### config.mk
export PLATFORM = sky130hd
export DESIGN_NAME = hrv_rmssd_nn50_window_unit
export DESIGN_NICKNAME = d
export VERILOG_FILES = /design/src/rtl/hrv_pkg.sv /design/src/rtl/hrv_rmssd_nn50_window_unit.sv /design/src/rtl/hrv_front.sv /design/src/rtl/hrv_back.sv
export VERILOG_INCLUDE_DIRS = /design/src /design/src/rtl
export SDC_FILE = /design/constraint.sdc
export NUM_CORES = 2
export LEC_CHECK = 0
export BUFFER_PORTS_ARGS = -buffer_cell sky130_fd_sc_hd__buf_2
export CELL_PAD_IN_SITES_DETAIL_PLACEMENT = 1
export CELL_PAD_IN_SITES_GLOBAL_PLACEMENT = 1
export CORE_AREA = 2 2 353 355
export CTS_BUF_LIST = sky130_fd_sc_hd__clkbuf_8
export DETAILED_ROUTE_END_ITERATION = 8
export DIE_AREA = 0 0 355 357
export PLACE_DENSITY_LB_ADDON = 0.05
export RECOVER_POWER = 25
export SYNTH_ARGS = -nofsm -noshare
export SYNTH_HDL_FRONTEND = slang
export SYNTH_HIERARCHICAL = 1
export SYNTH_SLANG_ARGS = --single-unit
### constraint.sdc
create_clock -name clock -period 10.15 [get_ports clock]
set_clock_uncertainty 0.2 [all_clocks]
set_input_delay 0.5075 -clock clock [delete_from_list [all_inputs] [get_ports clock]]
set_output_delay 0.5075 -clock clock [all_outputs]
set_load 0.01 [all_outputs]
### src/rtl/hrv_rmssd_nn50_window_unit_assert.svh
// Assertion macros shared by the window unit.
`ifndef HRV_RMSSD_NN50_WINDOW_UNIT_ASSERT_SVH
`define HRV_RMSSD_NN50_WINDOW_UNIT_ASSERT_SVH
`ifndef SYNTH
`define HRV_ASSERT_IMPL(label, clk, rst, prop, msg) \
   label: assert property (@(posedge clk) disable iff (rst) prop) else $error(msg);
`define HRV_ASSERT_NEXT(label, clk, rst, pre, post, msg) \
   label: assert property (@(posedge clk) disable iff (rst) (pre) |=> (post)) else $error(msg);
`else
`define HRV_ASSERT_IMPL(label, clk, rst, prop, msg)
`define HRV_ASSERT_NEXT(label, clk, rst, pre, post, msg)
`endif
`endif

### src/rtl/hrv_pkg.sv
// Shared types and constants of the window unit.
package hrv_pkg;
   localparam int unsigned RateW = 16;
   localparam int unsigned IvlW = 24;
   localparam int unsigned SumW = 64;
   localparam int unsigned StepW = 12;
   localparam int unsigned SampW = 13;
   localparam logic [32:0] IntervalNum = 33'd6000000000;
   localparam logic [IvlW-1:0] IvlMax = '1;
   localparam logic [IvlW-1:0] ThreshReset = 24'd50000;

   typedef struct packed {
      logic [RateW-1:0] rate;
      logic             last;
   } item_type;

   typedef enum logic [2:0] {
      ST_IDLE, ST_DIV, ST_MUL, ST_ACC, ST_MEAN, ST_SQRT, ST_OUT
   } back_state_type;
endpackage

### src/rtl/hrv_rmssd_nn50_window_unit.sv
// Top level of the RMSSD and step-count window unit.
// Channel | Direction | tdata / tuser
// req     | in        | tdata[15:0] heart_rate, tlast last
// rsp     | out       | tdata[23:0] rmssd_us, [35:24] step_count, [48:36] sample_count,
//         |           | [49] overflow, [55:50] zero
// csr     | in        | wdata[23:0] step_threshold_us
// In the back end a sample runs through the serial interval divider, then the squared
// difference and accumulation, which the first sample of a window skips. A sample past
// the window limit is not counted and sets the overflow flag. The last sample adds mean
// division, square root and a load of the result, which waits while an earlier one is not yet taken.
// Reset clears the window; the threshold returns to 50000 us.
// A two-entry queue lets the input side accept while the back end works.
module hrv_rmssd_nn50_window_unit #(
   parameter int unsigned WINDOW_MAX = 4096
) (
   input  logic        clock,
   input  logic        reset,
   input  logic        req_tvalid,
   output logic        req_tready,
   input  logic [15:0] req_tdata,   // heart_rate
   input  logic        req_tlast,   // last
   output logic        rsp_tvalid,
   input  logic        rsp_tready,
   output logic [55:0] rsp_tdata,   // rmssd_us, step_count, sample_count, overflow
   input  logic        csr_we,
   input  logic [23:0] csr_wdata    // step_threshold_us
);
   import hrv_pkg::*;

   `include "hrv_rmssd_nn50_window_unit_assert.svh"

   logic [IvlW-1:0] thresh_ff, thresh_in;
   item_type in_item, q_item;
   logic q_valid, q_ready;
   logic [IvlW-1:0] rmssd;
   logic [StepW-1:0] steps;
   logic [SampW-1:0] samples;
   logic ovf;

   assign thresh_in = csr_we ? csr_wdata : thresh_ff;
   always_ff @(posedge clock) begin
      if (reset) thresh_ff <= ThreshReset;
      else       thresh_ff <= thresh_in;
   end

   assign in_item.rate = req_tdata;
   assign in_item.last = req_tlast;

   hrv_front u_front (
      .clock(clock), .reset(reset), .in_valid(req_tvalid), .in_ready(req_tready),
      .in_item(in_item), .q_valid(q_valid), .q_ready(q_ready), .q_item(q_item)
   );

   hrv_back #(.WindowMax(WINDOW_MAX)) u_back (
      .clock(clock), .reset(reset), .thresh(thresh_ff), .q_valid(q_valid),
      .q_ready(q_ready), .q_item(q_item), .out_valid(rsp_tvalid),
      .out_ready(rsp_tready), .out_rmssd(rmssd), .out_steps(steps),
      .out_samples(samples), .out_ovf(ovf)
   );

   assign rsp_tdata = {6'd0, ovf, samples, steps, rmssd};

   `HRV_ASSERT_NEXT(a_rsp_hold, clock, reset, rsp_tvalid && !rsp_tready, rsp_tvalid && $stable(rsp_tdata), "result changed while stalled")
   `HRV_ASSERT_IMPL(a_cnt_ok, clock, reset, u_front.cnt_ff != 2'd3, "queue count out of range")
   `HRV_ASSERT_NEXT(a_full_stall, clock, reset, !req_tready && !q_ready, !req_tready, "full queue")
endmodule

### src/rtl/hrv_front.sv
// Input stage and two-entry queue feeding the back end.
module hrv_front (
   input  logic                 clock,
   input  logic                 reset,
   input  logic                 in_valid,
   output logic                 in_ready,
   input  hrv_pkg::item_type    in_item,
   output logic                 q_valid,
   input  logic                 q_ready,
   output hrv_pkg::item_type    q_item
);
   import hrv_pkg::*;

   item_type   mem_ff [2];
   item_type   mem_in0, mem_in1;
   logic       wp_ff, wp_in, rp_ff, rp_in;
   logic [1:0] cnt_ff, cnt_in;
   logic       push, pop;

   assign in_ready = (cnt_ff != 2'd2);
   assign q_valid  = (cnt_ff != 2'd0);
   assign q_item   = mem_ff[rp_ff];
   assign push     = in_valid && in_ready;
   assign pop      = q_valid && q_ready;

   always_comb begin
      wp_in   = push ? ~wp_ff : wp_ff;
      rp_in   = pop ? ~rp_ff : rp_ff;
      cnt_in  = cnt_ff + {1'b0, push} - {1'b0, pop};
      mem_in0 = (push && !wp_ff) ? in_item : mem_ff[0];
      mem_in1 = (push && wp_ff) ? in_item : mem_ff[1];
   end

   always_ff @(posedge clock) begin
      if (reset) begin
         wp_ff  <= 1'b0;
         rp_ff  <= 1'b0;
         cnt_ff <= '0;
      end else begin
         wp_ff  <= wp_in;
         rp_ff  <= rp_in;
         cnt_ff <= cnt_in;
      end
      mem_ff[0] <= mem_in0;
      mem_ff[1] <= mem_in1;
   end
endmodule

### src/rtl/hrv_back.sv
// Back end: serial divider, squared difference, accumulation, mean division and square root.
module hrv_back #(
   parameter int unsigned WindowMax = 4096
) (
   input  logic                          clock,
   input  logic                          reset,
   input  logic [hrv_pkg::IvlW-1:0]      thresh,
   input  logic                          q_valid,
   output logic                          q_ready,
   input  hrv_pkg::item_type             q_item,
   output logic                          out_valid,
   input  logic                          out_ready,
   output logic [hrv_pkg::IvlW-1:0]      out_rmssd,
   output logic [hrv_pkg::StepW-1:0]     out_steps,
   output logic [hrv_pkg::SampW-1:0]     out_samples,
   output logic                          out_ovf
);
   import hrv_pkg::*;

   localparam int unsigned CntW = $clog2(WindowMax + 1) + 1;

   back_state_type st_ff, st_in;
   logic [6:0]   it_ff, it_in;
   logic         last_ff, last_in;
   logic [15:0]  rate_ff, rate_in;
   logic [32:0]  quo_ff, quo_in;
   logic [16:0]  rem_ff, rem_in;
   logic [IvlW-1:0] diff_ff, diff_in;
   logic [47:0]  sq_ff, sq_in;
   logic [IvlW-1:0] prev_ff, prev_in;
   logic         havep_ff, havep_in;
   logic [SumW-1:0] sum_ff, sum_in;
   logic [StepW-1:0] steps_ff, steps_in;
   logic [CntW-1:0] samp_ff, samp_in;
   logic         ovf_ff, ovf_in;
   // Mean divider (64 by CntW) and square-root shared registers.
   logic [SumW-1:0] num_ff, num_in;
   logic [CntW:0]   mrem_ff, mrem_in;
   logic [SumW-1:0] rad_ff, rad_in;
   logic [33:0]     rt_ff, rt_in;
   logic [35:0]     srem_ff, srem_in;
   logic            ov_ff, ov_in;
   logic [IvlW-1:0] o_rmssd_ff, o_rmssd_in;
   logic [StepW-1:0] o_steps_ff, o_steps_in;
   logic [SampW-1:0] o_samp_ff, o_samp_in;
   logic         o_ovf_ff, o_ovf_in;

   logic [16:0]  rtrial;
   logic [CntW:0] mtrial;
   logic [CntW-1:0] dvs;
   logic [35:0]  strial;
   logic [IvlW-1:0] ivl;
   logic [SumW:0] sumx;

   assign out_valid   = ov_ff;
   assign out_rmssd   = o_rmssd_ff;
   assign out_steps   = o_steps_ff;
   assign out_samples = o_samp_ff;
   assign out_ovf     = o_ovf_ff;
   assign q_ready     = (st_ff == ST_IDLE);

   always_comb begin
      st_in = st_ff; it_in = it_ff; last_in = last_ff; rate_in = rate_ff;
      quo_in = quo_ff; rem_in = rem_ff; diff_in = diff_ff; sq_in = sq_ff;
      prev_in = prev_ff; havep_in = havep_ff; sum_in = sum_ff;
      steps_in = steps_ff; samp_in = samp_ff; ovf_in = ovf_ff;
      num_in = num_ff; mrem_in = mrem_ff; rad_in = rad_ff; rt_in = rt_ff;
      srem_in = srem_ff; ov_in = ov_ff;
      o_rmssd_in = o_rmssd_ff; o_steps_in = o_steps_ff;
      o_samp_in = o_samp_ff; o_ovf_in = o_ovf_ff;
      rtrial = {rem_ff[15:0], quo_ff[32]};
      dvs    = samp_ff - CntW'(1);
      mtrial = {mrem_ff[CntW-1:0], num_ff[SumW-1]};
      strial = {srem_ff[33:0], rad_ff[SumW-1 -: 2]};
      ivl    = (rate_ff == 16'd0 || quo_ff[32:IvlW] != '0) ? IvlMax : quo_ff[IvlW-1:0];
      sumx   = {1'b0, sum_ff} + {17'd0, sq_ff};
      if (out_ready) ov_in = 1'b0;
      unique case (st_ff)
         ST_IDLE: begin
            if (q_valid) begin
               rate_in = q_item.rate;
               last_in = q_item.last;
               quo_in  = IntervalNum;
               rem_in  = '0;
               it_in   = '0;
               if (samp_ff < CntW'(WindowMax)) st_in = ST_DIV;
               else begin
                  ovf_in = 1'b1;
                  st_in  = q_item.last ? ST_MEAN : ST_IDLE;
               end
            end
         end
         ST_DIV: begin
            // Restoring division, one quotient bit per cycle.
            if (rtrial >= {1'b0, rate_ff}) begin
               rem_in = rtrial - {1'b0, rate_ff};
               quo_in = {quo_ff[31:0], 1'b1};
            end else begin
               rem_in = rtrial;
               quo_in = {quo_ff[31:0], 1'b0};
            end
            it_in = it_ff + 7'd1;
            if (it_ff == 7'd32) st_in = ST_MUL;
         end
         ST_MUL: begin
            diff_in = (ivl >= prev_ff) ? ivl - prev_ff : prev_ff - ivl;
            st_in   = havep_ff ? ST_ACC : ST_MEAN;
            if (!havep_ff) begin
               prev_in = ivl; havep_in = 1'b1; samp_in = samp_ff + CntW'(1);
               st_in   = last_ff ? ST_MEAN : ST_IDLE;
            end
            sq_in = '0;
            it_in = '0;
         end
         ST_ACC: begin
            if (it_ff == '0) begin
               sq_in = 48'(diff_ff) * 48'(diff_ff);
               it_in = 7'd1;
            end else begin
               sum_in = sumx[SumW] ? '1 : sumx[SumW-1:0];
               if (diff_ff > thresh && steps_ff != '1) steps_in = steps_ff + StepW'(1);
               prev_in = ivl; samp_in = samp_ff + CntW'(1);
               it_in   = '0;
               st_in   = last_ff ? ST_MEAN : ST_IDLE;
            end
         end
         ST_MEAN: begin
            // Runs the mean division of the sum by the sample count minus one; under two samples the radicand is zero.
            if (samp_ff < CntW'(2)) begin
               rad_in = '0; it_in = 7'd0; rt_in = '0; srem_in = '0;
               st_in  = ST_SQRT;
            end else begin
               if (it_ff == 7'd0) begin
                  num_in = sum_ff; mrem_in = '0; it_in = 7'd1;
               end else begin
                  if (mtrial >= {1'b0, dvs}) begin
                     mrem_in = mtrial - {1'b0, dvs};
                     num_in  = {num_ff[SumW-2:0], 1'b1};
                  end else begin
                     mrem_in = mtrial;
                     num_in  = {num_ff[SumW-2:0], 1'b0};
                  end
                  it_in = it_ff + 7'd1;
                  if (it_ff == 7'd64) begin
                     rad_in = {num_ff[SumW-2:0], (mtrial >= {1'b0, dvs})};
                     it_in = '0; rt_in = '0; srem_in = '0;
                     st_in = ST_SQRT;
                  end
               end
            end
         end
         ST_SQRT: begin
            // Two radicand bits per cycle.
            if (strial >= {rt_ff, 2'b01}) begin
               srem_in = strial - {rt_ff, 2'b01};
               rt_in   = {rt_ff[32:0], 1'b1};
            end else begin
               srem_in = strial;
               rt_in   = {rt_ff[32:0], 1'b0};
            end
            rad_in = {rad_ff[SumW-3:0], 2'b00};
            it_in  = it_ff + 7'd1;
            if (it_ff == 7'd31) st_in = ST_OUT;
         end
         ST_OUT: begin
            if (!ov_ff || out_ready) begin
               ov_in      = 1'b1;
               o_rmssd_in = (rt_ff[33:IvlW] != '0) ? IvlMax : rt_ff[IvlW-1:0];
               o_steps_in = steps_ff;
               o_samp_in  = (samp_ff > CntW'(8191)) ? 13'h1FFF : SampW'(samp_ff);
               o_ovf_in   = ovf_ff;
               prev_in = '0; havep_in = 1'b0; sum_in = '0; steps_in = '0;
               samp_in = '0; ovf_in = 1'b0; it_in = '0;
               st_in   = ST_IDLE;
            end
         end
         default: st_in = ST_IDLE;
      endcase
   end

   always_ff @(posedge clock) begin
      if (reset) begin
         st_ff <= ST_IDLE; it_ff <= '0; prev_ff <= '0; havep_ff <= 1'b0;
         sum_ff <= '0; steps_ff <= '0; samp_ff <= '0; ovf_ff <= 1'b0;
         ov_ff <= 1'b0; mrem_ff <= '0;
      end else begin
         st_ff <= st_in; it_ff <= it_in; prev_ff <= prev_in; havep_ff <= havep_in;
         sum_ff <= sum_in; steps_ff <= steps_in; samp_ff <= samp_in;
         ovf_ff <= ovf_in; ov_ff <= ov_in; mrem_ff <= mrem_in;
      end
      last_ff <= last_in; rate_ff <= rate_in; quo_ff <= quo_in; rem_ff <= rem_in;
      diff_ff <= diff_in; sq_ff <= sq_in; num_ff <= num_in; rad_ff <= rad_in;
      rt_ff <= rt_in; srem_ff <= srem_in;
      o_rmssd_ff <= o_rmssd_in; o_steps_ff <= o_steps_in;
      o_samp_ff <= o_samp_in; o_ovf_ff <= o_ovf_in;
   end
endmodule

==> results.cfg <==
[setup_path]
reg2reg_slack_ns = 1.59
crit_family = adder cells
start_kind = register
required_ns = 10.43
worstSetupPathType = register to register
worstRegToRegCells = 25
crit_path_top_delay_cell = edfxtp_1
crit-reg2reg-capture = u_back/sq_ff[46]$_SDFFCE_PP0P_
endpoint_kind = register
slowest_delay_ns = 1.05
critPathBufInv = 7
cp_max_fo = 18
r2r-start = u_back/diff_ff[4]$_DFFE_PP_
arrival_ns = 8.84

[logic_synthesis]
synth_warnings = 6
ys_ff_latch = 587
netlist_area_um2 = 48750
synth_edf_count = 417
ys_seq_area_frac = 0.3267
synth_cells = 5167
synthFlopType = edfxtp_1
ys_async_sr_fraction = 0
postSynthAreaPerCell_um2 = 9.434
ys_types = 89

[outcome]
outcome = finished with violations
violations = max-capacitance violations, max-slew violations

[timing]
setup_viol = 0
period_share = 0.8434
tightest_slew_ns = 3.492
slew_violations = 265
holdWs_ns = 0.1504
setup-tns-final_ns = 0
fmax_mhz = 116.8
maxSlewHeadroom = -1.328
rsz0062_at_grt = false
period_needed_ns = 8.560
hold_viol_final = 0

[routing]
vias = 35930
wire_per_inst_um = 19.77
final_antenna_net_count = 0
vias_per_cell = 5.145
first_iter_violations = 1771
wirelength_um = 138100
route.detailed.drc = 0
first_pass_iters = 5

[die]
fp.dieW_um = 355
die_h_um = 357
initial_core_util = 0.3963
dieArea_um2 = 126700
fp-row-count = 129
core_um2 = 123000
ioPinCount = 104

[min_path]
hp-class = primary input to register
hold_end = thresh_ff[0]$_SDFFE_PP0P_
whs_path_depth = 3
hp-start = csr_we

[clock_tree]
cts_tree = built
path_clk_slew_ns = 0.06
clk_path_buf_depth = 3
cts.sinks = 587
cts_root_buffer = clkbuf_8
clk_latency_ns = 0.81
ctsResizeCount = 0
cts-buffers-inserted = 111
htree_levels = 3
cts_setup_buffers = 0

[cells_and_area]
regArea_um2 = 15930
layout-drive-gt1-share = 0.06211
finalInstanceArea_um2 = 53500
fin_nets = 6094
area_delta_synth_final_pct = 9.759
multiInputGateArea_um2 = 28940
fillers = 14180

[global_routing]
antenna_found_initial = 4
grt_usage = 0.2208
grt_pass1_wl_um = 221300
grt_max_degree = 95
grt_overflow = 0
grt_pass1_vias = 38530

[run]
maxCapViolations = 5

[placement]
place_hpwl_um = 105000
port_buffers = 97
postPlaceCellArea_um2 = 50900
place_congestion = 0.8440
## area by class of cell
class,count,share of cell area
diodes,2,0.00009354
clock buffers,125,0.03215
clock inverters,85,0.01045
inverters,798,0.05598
multi-input cells,3546,0.5409
flip-flops and latches,587,0.2976
well taps,1637,0.03828
repair buffers,204,0.02444
## metal layers
layer,GRT usage,wire (µm),vias to the layer above
met4,0.05576,2833,0
met1,0.3147,67170,17940
met3,0.02699,4697,146
met2,0.3567,63370,511
li1,-,-,17330
met5,0,0,-
## cells in the final DEF (no fill, tap or decap), types with 22 or more instances in the layout
master         Yosys  layout
a211oi_1          71      71
a21o_1            92      92
a21oi_1          300     300
a31oi_1           24      24
and2_1           159     156
and3_1            34      34
buf_2             18      35
buf_4              9      55
clkbuf_1         206      69
clkbuf_8           0     125
clkinv_2           0      22
dfxtp_1          170     170
dlygate4sd3_1      0      44
edfxtp_1         417     417
fa_1             437     437
ha_1             363     363
inv_1            798     831
mux2i_1           78      78
nand2_1          630     628
nand3_1           56      56
nand4_1           68      68
nor2_1           347     341
nor2b_1           39      38
nor3_1            74      75
o21a_1            26      26
o21ai_0          198     197
o21bai_1          30      30
or2_2             35      35
xnor2_1          130     130
xor2_1            65      65
## worst max path at each step
| stage | start | to | slack [ns] | depth (start not counted) |
|---|---|---|---|---|
| floorplan | u_back/it_ff[0]$_SDFFE_PP0P_ | u_back/rad_ff[0]$_SDFFCE_PP0P_ | 2.41 | 6 |
| global placement | u_back/diff_ff[4]$_DFFE_PP_ | u_back/sq_ff[46]$_SDFFCE_PP0P_ | 1.75 | 25 |
| detailed placement | u_back/diff_ff[4]$_DFFE_PP_ | u_back/sq_ff[46]$_SDFFCE_PP0P_ | 1.67 | 25 |
| CTS | u_back/diff_ff[4]$_DFFE_PP_ | u_back/sq_ff[46]$_SDFFCE_PP0P_ | 1.66 | 25 |
| global route | u_back/diff_ff[4]$_DFFE_PP_ | u_back/sq_ff[46]$_SDFFCE_PP0P_ | 1.17 | 25 |
| finish | u_back/diff_ff[4]$_DFFE_PP_ | u_back/sq_ff[46]$_SDFFCE_PP0P_ | 1.59 | 25 |
## per-stage QoR
step	instances	worst slack, ns	util
2_1_floorplan	5172	2.412	-
3_3_place_gp	6728	1.750	0.4139
3_5_place_dp	6728	1.674	0.4139
4_1_cts	6982	1.664	0.4360
5_1_grt	6983	1.174	0.4350
6_report	6984	1.590	0.4350
## state kept, by name, indices dropped and copies added, names as in the netlist, 24 cells and up, named ones only
name / cells
thresh_ff: 24
u_back/diff_ff: 24
u_back/num_ff: 64
u_front/mem_ff: 34
u_back/prev_ff: 24
u_back/srem_ff: 34
u_back/sum_ff: 64
u_back/sq_ff: 47
u_back/rt_ff: 34
u_back/out_rmssd: 24
u_back/rad_ff: 64
u_back/quo_ff: 33
## synth_stat cells, types with 23 or more instances
cell	number	area, µm²
inv_1	798	2995
nand2_1	630	2365
fa_1	437	8748
edfxtp_1	417	12520
ha_1	363	4542
nor2_1	347	1303
a21oi_1	300	1501
clkbuf_1	206	773.2
o21ai_0	198	991.0
dfxtp_1	170	3403
and2_1	159	994.7
xnor2_1	130	1139
a21o_1	92	690.7
mux2i_1	78	780.8
nor3_1	74	370.4
a211oi_1	71	533.0
nand4_1	68	425.4
xor2_1	65	569.3
nand3_1	56	280.3
nor2b_1	39	244.0
or2_2	35	219.0
and3_1	34	212.7
o21bai_1	30	225.2
o21a_1	26	195.2
a31oi_1	24	150.1
nand2b_1	23	143.9
## worst reg2reg max path, cell delays in order, from the launching register on
cell and delay [ns]:
edfxtp_1 1.05, nand2_1 0.23, inv_1 0.13, fa_1 0.45, fa_1 0.55, inv_1 0.05, fa_1 0.48, inv_1 0.06
fa_1 0.50, inv_1 0.05, fa_1 0.47, inv_1 0.05, fa_1 0.53, inv_1 0.06, fa_1 0.53, inv_1 0.05
ha_1 0.36, and3_1 0.25, nand2_1 0.07, o221ai_1 0.41, a31oi_1 0.29, o31ai_1 0.65, a21oi_1 0.22, o31a_1 0.36
xor2_1 0.14, nor2_1 0.05
## timing repair
item / 4_1_cts / 5_1_grt
endpoints found under the setup margin: 0 / 0
endpoints found under the hold margin: 61 / 0
hold buffers: 44 / 0
## logic make-up after synthesis
kind of cell	synth area share
other	0.00007693
flip-flops	0.3267
XOR/XNOR	0.03504
AND/OR/NAND/NOR	0.1454
adder cells (fa/ha/maj)	0.2726
buffers and inverters	0.08190
AO/OA/AOI/OAI	0.1165
multiplexers	0.02179
Power is not shown: default switching activity piles up to over one toggle a cycle in this logic, so the estimate is an artifact.
